File: src/rtl/radix_digit_converter_defines.svh
// ----------------------------------------------------------------------------
// Radix digit converter assertion macros
// Shared property wrappers, clocked on clk and disabled during reset.
// ----------------------------------------------------------------------------
`ifndef RADIX_DIGIT_CONVERTER_DEFINES_SVH
`define RADIX_DIGIT_CONVERTER_DEFINES_SVH

// Same-cycle implication checked at every rising edge outside of reset.
`define RDC_ASSERT_IMPL(lbl, ante, cons, msg) \
	lbl: assert property (@(posedge clk) disable iff (!arst_n) (ante) |-> (cons)) else $error(msg);

// Next-cycle implication checked at every rising edge outside of reset.
`define RDC_ASSERT_NEXT(lbl, ante, cons, msg) \
	lbl: assert property (@(posedge clk) disable iff (!arst_n) (ante) |=> (cons)) else $error(msg);

`endif

File: src/rtl/rdc_pkg.sv
// ----------------------------------------------------------------------------
// Radix digit converter package
// Word types, status and command codes, and the reciprocal table.
// ----------------------------------------------------------------------------
package rdc_pkg;

	// Digit stack sizing.
	localparam int MAX_DIGITS = 32;
	localparam int STACK_AW   = $clog2(MAX_DIGITS);
	localparam int CNT_W      = $clog2(MAX_DIGITS + 1);

	// Result status codes.
	localparam logic [1:0] ST_OK      = 2'd0;
	localparam logic [1:0] ST_EMPTY   = 2'd1;
	localparam logic [1:0] ST_BADBASE = 2'd2;

	// Command kinds passed from the front to the back.
	localparam logic [1:0] KIND_DIGITS  = 2'd0;
	localparam logic [1:0] KIND_ZERO    = 2'd1;
	localparam logic [1:0] KIND_EMPTY   = 2'd2;
	localparam logic [1:0] KIND_BADBASE = 2'd3;

	// Character constants.
	localparam logic [6:0] CHAR_ZERO   = 7'h30;
	localparam logic [6:0] CHAR_LETTER = 7'h41;
	localparam logic [5:0] DEC_LIMIT   = 6'd10;

	// Accepted radix range.
	localparam logic [5:0] RADIX_MIN = 6'd2;
	localparam logic [5:0] RADIX_MAX = 6'd36;

	// Reciprocals floor(2^32 / b); entries for zero and one are never used.
	localparam logic [63:0] POW32 = 64'h1_0000_0000;
	localparam logic [31:0] RECIP_TABLE [37] = '{
		32'd0, 32'd0,
		32'(POW32 / 2),  32'(POW32 / 3),  32'(POW32 / 4),  32'(POW32 / 5),
		32'(POW32 / 6),  32'(POW32 / 7),  32'(POW32 / 8),  32'(POW32 / 9),
		32'(POW32 / 10), 32'(POW32 / 11), 32'(POW32 / 12), 32'(POW32 / 13),
		32'(POW32 / 14), 32'(POW32 / 15), 32'(POW32 / 16), 32'(POW32 / 17),
		32'(POW32 / 18), 32'(POW32 / 19), 32'(POW32 / 20), 32'(POW32 / 21),
		32'(POW32 / 22), 32'(POW32 / 23), 32'(POW32 / 24), 32'(POW32 / 25),
		32'(POW32 / 26), 32'(POW32 / 27), 32'(POW32 / 28), 32'(POW32 / 29),
		32'(POW32 / 30), 32'(POW32 / 31), 32'(POW32 / 32), 32'(POW32 / 33),
		32'(POW32 / 34), 32'(POW32 / 35), 32'(POW32 / 36)
	};

	// Input word.
	typedef struct packed {
		logic signed [31:0] number;
		logic        [5:0]  radix;
	} item_t;

	// Output word.
	typedef struct packed {
		logic [6:0] digit_char;
		logic [1:0] status;
		logic       last;
	} result_t;

	// Classified command held in the queue between front and back.
	typedef struct packed {
		logic [1:0]  kind;
		logic [30:0] value;
		logic [5:0]  radix;
		logic [31:0] recip;
	} cmd_t;

	// Digit value to its ASCII character.
	function automatic logic [6:0] to_ascii(input logic [5:0] v);
		logic [6:0] ch;
		if (v < DEC_LIMIT) begin
			ch = CHAR_ZERO + {1'b0, v};
		end else begin
			ch = CHAR_LETTER + {1'b0, v - DEC_LIMIT};
		end
		return ch;
	endfunction

endpackage

File: src/rtl/radix_digit_converter.sv
// ----------------------------------------------------------------------------
// Radix digit converter
// Converts a signed 32-bit number to ASCII digits in a base from 2 to 36.
// ----------------------------------------------------------------------------
// Each accepted word yields one or more output words, most significant digit
// first, with last set on the final one. Zero gives the single character '0',
// a negative number gives one word with the empty status and a positive number
// in a base outside 2..36 gives one word with the bad base status. A number of
// n digits, with n at most 31, passes the divide loop (a reciprocal multiply,
// then the remainder correction) once per digit, and then pops the stack, whose
// memory has a registered read, through a read and an emit step per digit. A
// two-entry command queue lets new words be taken while the back is still busy.
`include "radix_digit_converter_defines.svh"

module radix_digit_converter (
	input  logic             clk,
	input  logic             arst_n,
	input  rdc_pkg::item_t   item,
	input  logic             item_valid,
	output logic             item_ready,
	output rdc_pkg::result_t result,
	output logic             result_valid,
	input  logic             result_ready
);

	import rdc_pkg::*;

	logic queue_push;
	cmd_t queue_in;
	cmd_t queue_head;
	logic queue_pop;
	logic queue_full;
	logic queue_empty;

	// Classifying front.
	rdc_front u_front (
		.item      (item),
		.item_valid(item_valid),
		.item_ready(item_ready),
		.queue_full(queue_full),
		.push      (queue_push),
		.push_cmd  (queue_in)
	);

	// Command queue between front and back.
	rdc_cmd_queue u_queue (
		.clk     (clk),
		.arst_n  (arst_n),
		.push    (queue_push),
		.push_cmd(queue_in),
		.pop     (queue_pop),
		.head    (queue_head),
		.full    (queue_full),
		.empty   (queue_empty)
	);

	// Divide and emit back.
	rdc_back u_back (
		.clk         (clk),
		.arst_n      (arst_n),
		.head        (queue_head),
		.queue_empty (queue_empty),
		.pop         (queue_pop),
		.result      (result),
		.result_valid(result_valid),
		.result_ready(result_ready)
	);

	// Error words are always single and carry no character.
	`RDC_ASSERT_IMPL(a_error_single, result_valid && result.status != ST_OK, result.last && result.digit_char == 7'd0, "error word must be last and carry no character")

	// Digit words carry a character from '0'..'9' or 'A'..'Z'.
	`RDC_ASSERT_IMPL(a_digit_range, result_valid && result.status == ST_OK, (result.digit_char >= 7'h30 && result.digit_char <= 7'h39) || (result.digit_char >= 7'h41 && result.digit_char <= 7'h5A), "digit character out of range")

	// The queue never pops while empty and never takes a word while full.
	`RDC_ASSERT_IMPL(a_queue_guard, 1'b1, !(queue_pop && queue_empty) && !(queue_push && queue_full), "queue overrun or underrun")

	// Once a final word is taken while the queue is empty, the back cannot output again in the next cycle.
	`RDC_ASSERT_NEXT(a_last_gap, result_valid && result_ready && result.last && queue_empty, !result_valid, "output word without a queued command")

endmodule

File: src/rtl/rdc_ram.sv
// ----------------------------------------------------------------------------
// Generic single-port-write RAM
// One write port and one read port with a registered read.
// ----------------------------------------------------------------------------
module rdc_ram #(
	parameter int WIDTH = 8,
	parameter int DEPTH = 32
) (
	input  logic                     clk,
	input  logic                     we,
	input  logic [$clog2(DEPTH)-1:0] waddr,
	input  logic [WIDTH-1:0]         wdata,
	input  logic                     re,
	input  logic [$clog2(DEPTH)-1:0] raddr,
	output logic [WIDTH-1:0]         rdata
);

	logic [WIDTH-1:0] mem_q [DEPTH];
	logic [WIDTH-1:0] rdata_q;

	// Write port.
	always_ff @(posedge clk) begin
		if (we) begin
			mem_q[waddr] <= wdata;
		end
	end

	// Registered read port; the data holds until the next read.
	always_ff @(posedge clk) begin
		if (re) begin
			rdata_q <= mem_q[raddr];
		end
	end

	assign rdata = rdata_q;

endmodule

File: src/rtl/rdc_cmd_queue.sv
// ----------------------------------------------------------------------------
// Radix digit converter command queue
// Two-entry queue that decouples the classifying front from the back.
// ----------------------------------------------------------------------------
module rdc_cmd_queue (
	input  logic          clk,
	input  logic          arst_n,
	input  logic          push,
	input  rdc_pkg::cmd_t push_cmd,
	input  logic          pop,
	output rdc_pkg::cmd_t head,
	output logic          full,
	output logic          empty
);

	import rdc_pkg::*;

	cmd_t       entry_q [2];
	logic       wr_ptr_q;
	logic       rd_ptr_q;
	logic [1:0] count_q;

	// Entry storage.
	always_ff @(posedge clk) begin
		if (push) begin
			entry_q[wr_ptr_q] <= push_cmd;
		end
	end

	// Pointers and fill count.
	always_ff @(posedge clk or negedge arst_n) begin
		if (!arst_n) begin
			wr_ptr_q <= 1'b0;
			rd_ptr_q <= 1'b0;
			count_q  <= 2'd0;
		end else begin
			if (push) begin
				wr_ptr_q <= ~wr_ptr_q;
			end
			if (pop) begin
				rd_ptr_q <= ~rd_ptr_q;
			end
			if (push && !pop) begin
				count_q <= count_q + 2'd1;
			end else if (pop && !push) begin
				count_q <= count_q - 2'd1;
			end
		end
	end

	assign head  = entry_q[rd_ptr_q];
	assign full  = (count_q == 2'd2);
	assign empty = (count_q == 2'd0);

endmodule

File: src/rtl/rdc_front.sv
// ----------------------------------------------------------------------------
// Radix digit converter front
// Accepts input words, sorts out the special cases and looks up the
// reciprocal of the radix for the back.
// ----------------------------------------------------------------------------
module rdc_front (
	input  rdc_pkg::item_t item,
	input  logic           item_valid,
	output logic           item_ready,
	input  logic           queue_full,
	output logic           push,
	output rdc_pkg::cmd_t  push_cmd
);

	import rdc_pkg::*;

	logic       radix_ok;
	logic [5:0] table_idx;

	// A word is taken whenever the queue has room.
	assign item_ready = !queue_full;
	assign push       = item_valid && !queue_full;

	// Classification and reciprocal lookup.
	always_comb begin
		radix_ok  = item.radix inside {[RADIX_MIN:RADIX_MAX]};
		table_idx = radix_ok ? item.radix : 6'd0;

		push_cmd.value = item.number[30:0];
		push_cmd.radix = item.radix;
		push_cmd.recip = RECIP_TABLE[table_idx];

		if (item.number == 32'sd0) begin
			push_cmd.kind = KIND_ZERO;
		end else if (item.number[31]) begin
			push_cmd.kind = KIND_EMPTY;
		end else if (!radix_ok) begin
			push_cmd.kind = KIND_BADBASE;
		end else begin
			push_cmd.kind = KIND_DIGITS;
		end
	end

endmodule

File: src/rtl/rdc_back.sv
// ----------------------------------------------------------------------------
// Radix digit converter back
// Divides by the radix one digit at a time through a reciprocal multiply,
// stacks the remainders and pops them out as ASCII characters.
// ----------------------------------------------------------------------------
module rdc_back (
	input  logic             clk,
	input  logic             arst_n,
	input  rdc_pkg::cmd_t    head,
	input  logic             queue_empty,
	output logic             pop,
	output rdc_pkg::result_t result,
	output logic             result_valid,
	input  logic             result_ready
);

	import rdc_pkg::*;

	localparam logic [2:0] S_IDLE = 3'd0;
	localparam logic [2:0] S_MUL  = 3'd1;
	localparam logic [2:0] S_REM  = 3'd2;
	localparam logic [2:0] S_READ = 3'd3;
	localparam logic [2:0] S_EMIT = 3'd4;

	logic [2:0]       state_q;
	logic [30:0]      quot_q;
	logic [5:0]       radix_q;
	logic [31:0]      recip_q;
	logic [CNT_W-1:0] cnt_q;
	logic [62:0]      prod_s1;
	result_t          result_q;
	logic             result_valid_q;

	logic             out_free;
	logic             load_result;
	result_t          next_result;
	logic [30:0]      q_est;
	logic [36:0]      q_times_b;
	logic [30:0]      diff;
	logic [6:0]       rem_raw;
	logic [5:0]       rem;
	logic [30:0]      q_new;
	logic             stack_we;
	logic             stack_re;
	logic [5:0]       stack_rdata;

	assign out_free = !result_valid_q || result_ready;

	// Remainder correction: the estimate is low by at most one.
	always_comb begin
		q_est     = prod_s1[62:32];
		q_times_b = 37'(q_est) * 37'(radix_q);
		diff      = quot_q - q_times_b[30:0];
		rem_raw   = diff[6:0];
		if (rem_raw >= {1'b0, radix_q}) begin
			rem   = 6'(rem_raw - {1'b0, radix_q});
			q_new = q_est + 31'd1;
		end else begin
			rem   = rem_raw[5:0];
			q_new = q_est;
		end
	end

	// Queue pop, result load and stack control.
	always_comb begin
		pop         = 1'b0;
		load_result = 1'b0;
		next_result = '0;
		stack_we    = (state_q == S_REM) && (cnt_q < CNT_W'(MAX_DIGITS));
		stack_re    = (state_q == S_READ);
		case (state_q)
			S_IDLE: begin
				if (!queue_empty) begin
					case (head.kind)
						KIND_DIGITS: begin
							pop = 1'b1;
						end
						KIND_ZERO: begin
							pop              = out_free;
							load_result      = out_free;
							next_result      = '{digit_char: CHAR_ZERO, status: ST_OK, last: 1'b1};
						end
						KIND_EMPTY: begin
							pop              = out_free;
							load_result      = out_free;
							next_result      = '{digit_char: 7'd0, status: ST_EMPTY, last: 1'b1};
						end
						default: begin
							pop              = out_free;
							load_result      = out_free;
							next_result      = '{digit_char: 7'd0, status: ST_BADBASE, last: 1'b1};
						end
					endcase
				end
			end
			S_EMIT: begin
				load_result = out_free;
				next_result = '{digit_char: to_ascii(stack_rdata), status: ST_OK,
					last: (cnt_q == '0)};
			end
			default: begin
			end
		endcase
	end

	// Sequencer for the divide and pop loops.
	always_ff @(posedge clk or negedge arst_n) begin
		if (!arst_n) begin
			state_q <= S_IDLE;
			cnt_q   <= '0;
		end else begin
			case (state_q)
				S_IDLE: begin
					if (pop && head.kind == KIND_DIGITS) begin
						cnt_q   <= '0;
						state_q <= S_MUL;
					end
				end
				S_MUL: begin
					state_q <= S_REM;
				end
				S_REM: begin
					if (stack_we) begin
						cnt_q <= cnt_q + CNT_W'(1);
					end
					state_q <= (q_new == 31'd0) ? S_READ : S_MUL;
				end
				S_READ: begin
					cnt_q   <= cnt_q - CNT_W'(1);
					state_q <= S_EMIT;
				end
				S_EMIT: begin
					if (out_free) begin
						state_q <= (cnt_q == '0) ? S_IDLE : S_READ;
					end
				end
				default: begin
					state_q <= S_IDLE;
				end
			endcase
		end
	end

	// Working operands and the registered reciprocal product.
	always_ff @(posedge clk) begin
		if (state_q == S_IDLE && pop) begin
			quot_q  <= head.value;
			radix_q <= head.radix;
			recip_q <= head.recip;
		end else if (state_q == S_REM) begin
			quot_q <= q_new;
		end
		if (state_q == S_MUL) begin
			prod_s1 <= 63'(quot_q) * 63'(recip_q);
		end
	end

	// Output register.
	always_ff @(posedge clk or negedge arst_n) begin
		if (!arst_n) begin
			result_valid_q <= 1'b0;
		end else if (load_result) begin
			result_valid_q <= 1'b1;
		end else if (result_ready) begin
			result_valid_q <= 1'b0;
		end
	end

	always_ff @(posedge clk) begin
		if (load_result) begin
			result_q <= next_result;
		end
	end

	// Digit stack.
	rdc_ram #(
		.WIDTH(6),
		.DEPTH(MAX_DIGITS)
	) u_stack (
		.clk  (clk),
		.we   (stack_we),
		.waddr(cnt_q[STACK_AW-1:0]),
		.wdata(rem),
		.re   (stack_re),
		.raddr(STACK_AW'(cnt_q - CNT_W'(1))),
		.rdata(stack_rdata)
	);

	assign result       = result_q;
	assign result_valid = result_valid_q;

endmodule
File: config.mk
export PLATFORM = sky130hd
export DESIGN_NAME = radix_digit_converter
export DESIGN_NICKNAME = d
export VERILOG_FILES = /design/src/rtl/rdc_pkg.sv /design/src/rtl/radix_digit_converter.sv /design/src/rtl/rdc_ram.sv /design/src/rtl/rdc_cmd_queue.sv /design/src/rtl/rdc_front.sv /design/src/rtl/rdc_back.sv
export VERILOG_INCLUDE_DIRS = /design/src /design/src/rtl
export SDC_FILE = /design/constraint.sdc
export NUM_CORES = 2
export LEC_CHECK = 0
export ABC_AREA = 1
export BUFFER_PORTS_ARGS = -buffer_cell sky130_fd_sc_hd__buf_2
export CAP_MARGIN = 0
export CORE_ASPECT_RATIO = 1.25
export CORE_MARGIN = 4
export CORE_UTILIZATION = 45
export CTS_CLUSTER_SIZE = 10
export DETAILED_ROUTE_END_ITERATION = 8
export HOLD_SLACK_MARGIN = 0.06
export SLEW_MARGIN = 0
export SYNTH_ARGS = -nofsm -noshare
export SYNTH_HDL_FRONTEND = slang
export SYNTH_SLANG_ARGS = --single-unit
File: constraint.sdc
create_clock -name clk -period 9 [get_ports clk]
set_clock_uncertainty 0.05 [all_clocks]
set_input_delay 1.8 -clock clk [delete_from_list [all_inputs] [get_ports clk]]
set_output_delay 1.8 -clock clk [all_outputs]
set_load 0.02 [all_outputs]
# Word-level counts from Yosys, hierarchy flattened
# Memories as Yosys holds them, arrays and structs flattened. A register that Yosys moved wholly into a read port is not among the register bits.
# Cells that the tools add are included.
op_classes:
  magnitude_cmp: 6
  reduce_logical: 24
  n_mux: 36
  n_eq_ne: 10
  mul: 2
  add_sub_neg: 10
  n_bitwise: 3
op_table:
  columns: ["op", "n"]
  rows:
  - ["$mux 31", 3]
  - ["$mux 32", 2]
  - ["$mul 31x32->63", 1]
  - ["$logic_not 32->1", 1]
  - ["$add 31x1->31 const B", 1]
  - ["$logic_not 31->1", 1]
  - ["$mul 31x6->7", 1]
  - ["$pmux 9 s3", 1]
  - ["$mux 6", 4]
  - ["$pmux 10 s2", 1]
  - ["$pmux 6 s3", 1]
  - ["$pmux 3 s5", 1]
  - ["$mux 2", 7]
  - ["$mux 1", 11]
  - ["$mux 10", 1]
  - ["$add 6x6->7 const A", 1]
  - ["$add 7x6->7 const A", 1]
  - ["$ge 7x6->1", 1]
  - ["$ge 7x7->1 const B", 1]
  - ["$logic_and 1x1->1", 7]
  - ["$mux 7", 1]
  - ["$not 6->7", 1]
  - ["$sub 7x7->7", 1]
  - ["$add 6x1->6 const B", 1]
  - ["27 further kinds", 39]
totals:
  output_inout_bits: 12
  mem_bits_rw: 334
  reg_bits: 156
  romBits: 2048
  memories: 3
memory_table:
  columns: ["memory", "words", "width", "rd", "rd_clocked_by_memory_dff", "write_ports", "line_no", "text"]
  rows:
  - ["(name not given)", 64, 32, 1, 0, 0, "rdc_front.sv:31", "push_cmd.recip = RECIP_TABLE[table_idx];"]
  - ["u_back.u_stack.mem_q", 32, 6, 1, 1, 1, "rdc_ram.sv:18", "logic [WIDTH-1:0] mem_q [DEPTH];"]
  - ["u_queue.entry_q", 2, 71, 1, 0, 1, "rdc_cmd_queue.sv:18", "cmd_t entry_q [2];"]

# Depth between registers and ports, before layout
logic_depth:
  depth_word: 8
  ltp_mapped: 32

# Modules after synthesis
# From an unflattened synthesis, not the netlist that was laid out.
hier_totals:
  cells_unflattened: 6336
  area_unflattened_um2: 55635.9
by_module_without_submodules:
  columns: ["module", "area_each_um2", "seq_area_each_um2", "cells_each", "instances"]
  rows:
  - ["rdc_back", 40043.4, 3553.4, 5045, 1]
  - ["rdc_ram", 8137.8, 5945.7, 704, 1]
  - ["rdc_cmd_queue", 5680.4, 4364.2, 246, 1]
  - ["rdc_front", 1774.2, 0.0, 341, 1]

# Least setup slack after synthesis
# OpenSTA, ideal clock, no wires.
synth_path:
  kind: "register to register"
  start: "reg u_back.quot_q[4]"
  end: "reg u_back.prod_s1[49] (data pin)"
  synth_period_minus_slack_ns: 6.780
  path_slack_ns: 2.220
  arrival_ns: 6.469
  path_stages_with_launch: 30
  n_path_buf: 1
  path_cell_list: "edfxtp_1 -> clkbuf_1 -> nand2_1 -> inv_1 -> fa_1 -> fa_1 -> fa_1 -> inv_1 -> fa_1 -> inv_1 -> fa_1 -> inv_1 -> fa_1 -> inv_1 -> fa_1 -> inv_1 -> fa_1 -> inv_1 -> ha_1 -> nand2_1 -> nor2_1 -> nand4_1 -> o211ai_1 -> nand2_1 -> nand2_1 -> a21oi_1 -> o21ai_0 -> nand2_1 -> nand2_1 -> xor2_1"
synth_via:
  elab_chain_len: 1
synth_lines:
  columns: ["element", "line_no", "text"]
  rows:
  - ["start, declared", "rdc_back.sv:26", "logic [30:0] quot_q;"]
  - ["start signal, assigned", "rdc_back.sv:147", "quot_q <= head.value;"]
  - ["start signal, assigned", "rdc_back.sv:151", "quot_q <= q_new;"]
  - ["$mul 31x32->63", "rdc_back.sv:154", "prod_s1 <= 63'(quot_q) * 63'(recip_q);"]
  - ["end signal, assigned", "rdc_back.sv:154", null]
  - ["end, declared", "rdc_back.sv:30", "logic [62:0] prod_s1;"]
# Every way passes these cells.
# A chain may end at the register's enable or synchronous reset.

# Worst setup path after layout
layout_path:
  start: "reg u_back.quot_q[9]"
  end: "reg u_back.prod_s1[61] (data pin)"
# Same word-level chain as after synthesis.

==> results.cfg <==
[detailed_routing]
via_per_inst = 5.13
route.vias.total = 39500
wire_per_inst_um = 19.3
drt_iter0_drc = 2485
drt-total-wl_um = 149000
final_antenna_net_count = 0
drc = 0
dr.pass1.iters = 6

[clock_network]
numCtsBuffers = 53
cts_tree = done
path_clk_slew_ns = 0.06
cts_max_path_buffers = 3
clock_latency_ns = 0.62
clkSinkCount = 464
htreeDepth = 2
cts-root-buf = clkbuf_16
cts_hold_buf = 0
cts_setup_buffers = 0
cts_repair_resize_count = 0

[timing]
hold_viol = 0
slew_headroom_pct = 4.93
period_needed_ns = 8.07
setup_viol = 0
drv_slew = 0
finalSetupTns_ns = 0
max_freq_ghz = 0.124
finalCritPeriodShare_pct = 89.7
tightest_slew_ns = 1.43
rsz0062_at_grt = false

[floorplanning]
fp.dieH_um = 396
die_w_um = 318
initial_utilization_pct = 45.2
rows = 142
dieArea_sq_um = 126000
io_pins = 54
core_sq_um = 120000

[synth]
yosysMostFrequentCell = inv_1
synth_warnings = 0
synth_enable_flop_cells = 450
synthDistinctLibCells = 51
synthTopCellsByCount = 1,571 x inv_1, 1,530 x nand2_1, 877 x fa_1, 450 x edfxtp_1, 360 x nor2_1
synthArstFlopShare_pct = 3.02
synth-seq-cells = 464
yosysSeqAreaShare_pct = 25.6
synth_top_area_share_pct = 32.4
syn_nets = 7381
netlist_top_cells_area = fa_1 32%, edfxtp_1 25%, inv_1 11%
avgSynthCellArea_sq_um = 8.79
synth_cells = 6162
synthFlopType = edfxtp_1
syn_area_sq_um = 54100
synth.largest_area_cell = fa_1

[global_routing]
antenna_found_initial = 10
grt_pass1_vias = 42100
grt_max_degree = 72
grt-ovfl-total = 0
grt_use_total_pct = 23.9
grt_pass1_wl_um = 236000

[worst_setup_path]
start_kind = flip-flop
path_cells = buf_4 > nand2_1 > inv_1 > fa_1 > inv_1 > fa_1 > fa_1 > inv_1 > fa_1 > fa_1 > fa_1 > fa_1 > fa_1 > ha_1 > a21oi_1 > inv_1 > a31oi_1 > o21ai_0 > nand3_1 > o211ai_1 > a21oi_1 > o21ai_0 > xor2_1
arrival_ns = 8.37
cp.required_ns = 9.30
cpMostUsedCell = fa_1
slowest_delay_ns = 1.08
cp-end-kind = flip-flop
slowest_stage = edfxtp_1
reg2reg_setup_slack_ns = 0.93
critPathMaxFanout = 23
crit_type = flip-flop to flip-flop

[layout]
area_growth_pct = 6.70
postLayoutCellArea_sq_um = 57800
drive_gt1_share_pct = 4.16
layout.nets = 7318
utilization_pct = 48.2
antenna_cells = 0

[placement]
hpwlAfterDp_um = 119000
gp_congestion = 0.932
placed_area_sq_um = 56300
place.port_buffers = 53

[run]
max_cap_violations = 0

[run_status]
status = finished clean

[min_path]
min_path_type = flip-flop to flip-flop
==> metrics by stage <==
| step | hold WS [ns] | setup slack [ns] | cells |
|---|---|---|---|
| floorplan | 0.412 | 2.22 | 6162 |
| global placement | 0.435 | 0.998 | 7628 |
| detailed placement | 0.442 | 0.978 | 7628 |
| CTS | 0.450 | 0.938 | 7708 |
| global route | 0.469 | 0.629 | 7708 |
| finish | 0.458 | 0.931 | 7708 |
==> layout by cell type, fill, tap and decap left out, types with 12 or more instances in the layout <==
cell / netlist / final
inv_1: 1571 / 1570
nand2_1: 1530 / 1530
fa_1: 877 / 877
edfxtp_1: 450 / 450
nor2_1: 360 / 358
ha_1: 300 / 299
o21ai_0: 160 / 158
a21oi_1: 126 / 124
buf_4: 1 / 109
nand3_1: 92 / 92
xor2_1: 67 / 67
a31oi_1: 60 / 60
clkbuf_16: 0 / 53
buf_2: 8 / 53
nor3_1: 32 / 31
o32ai_1: 31 / 31
o211ai_1: 30 / 30
o221ai_1: 23 / 23
xnor2_1: 22 / 22
clkbuf_1: 260 / 21
mux2i_1: 21 / 20
nor4_1: 16 / 16
nand4_1: 15 / 15
dfrtp_1: 14 / 12
==> state kept, by name, indices dropped and copies added (netlist names) <==
name                  flops
u_back.recip_q           32
u_back.radix_q            6
u_back.u_stack.rdata      6
u_back.cnt_q              6
u_queue.count_q           2
u_queue.entry_q         142
u_back.quot_q            31
u_back.prod_s1           31
u_queue.wr_ptr_q          1
u_back.state_q            3
u_queue.rd_ptr_q          1
u_back.u_stack.mem_q    192
u_back.result            10
u_back.result_valid       1
==> routing by layer <==
metal	GRT usage [%]	part of all wire [%]	up-vias
li1	-	-	18300
met1	30.0	40	20000
met2	44.3	53	1005
met3	1.95	4.4	237
met4	6.50	2.8	4
met5	0	0.013	-
==> worst paths after layout <==
| kind | from | to | cells past startpoint |
|---|---|---|---|
| setup reg to reg | u_back.quot_q[9] | u_back.prod_s1[61] | 23 |
| hold / removal | u_queue.count_q[0] | u_queue.count_q[0] | 1 |
| max in group asynchronous | arst_n | u_queue.rd_ptr_q | 1 |
| hold reg to reg | u_queue.count_q[0] | u_queue.count_q[0] | 1 |
| setup / recovery | u_back.quot_q[9] | u_back.prod_s1[61] | 23 |
| min in group asynchronous | arst_n | u_back.state_q[1] | 1 |
==> kinds of logic after synthesis <==
logic type	after synthesis	synth area share (%)
adders and majority gates	1177	39.4
and+or+nand+nor	2062	14.8
AOI/OAI and AO/OA	485	5.37
xor gates and xnor gates	89	1.44
muxes	23	0.430
DFF	464	25.6
buffers and inverters	1862	13.0
==> worst max-delay path: cells and delay by family (launching register included) <==
kind	cells	cell delay (ns)
adders and majority gates	9	4.34
AOI/OAI and AO/OA	6	1.30
DFF	1	1.08
buffers and inverters	5	0.66
and+or+nand+nor	2	0.18
xor gates and xnor gates	1	0.16
==> layout make-up <==
class / instances / area [sq um]
clock buffer: 75 / 1420
multi-input combinational: 3836 / 33300
clock inverter: 5 / 97.6
fill: 11500 / 62000
inverter: 1577 / 5920
timing repair buffer: 167 / 1180
tap: 1584 / 1980
sequential: 464 / 13900
Power is left out: the tool's default activity adds up to more than one toggle a clock period on the data nets, which glitch-free logic cannot reach.
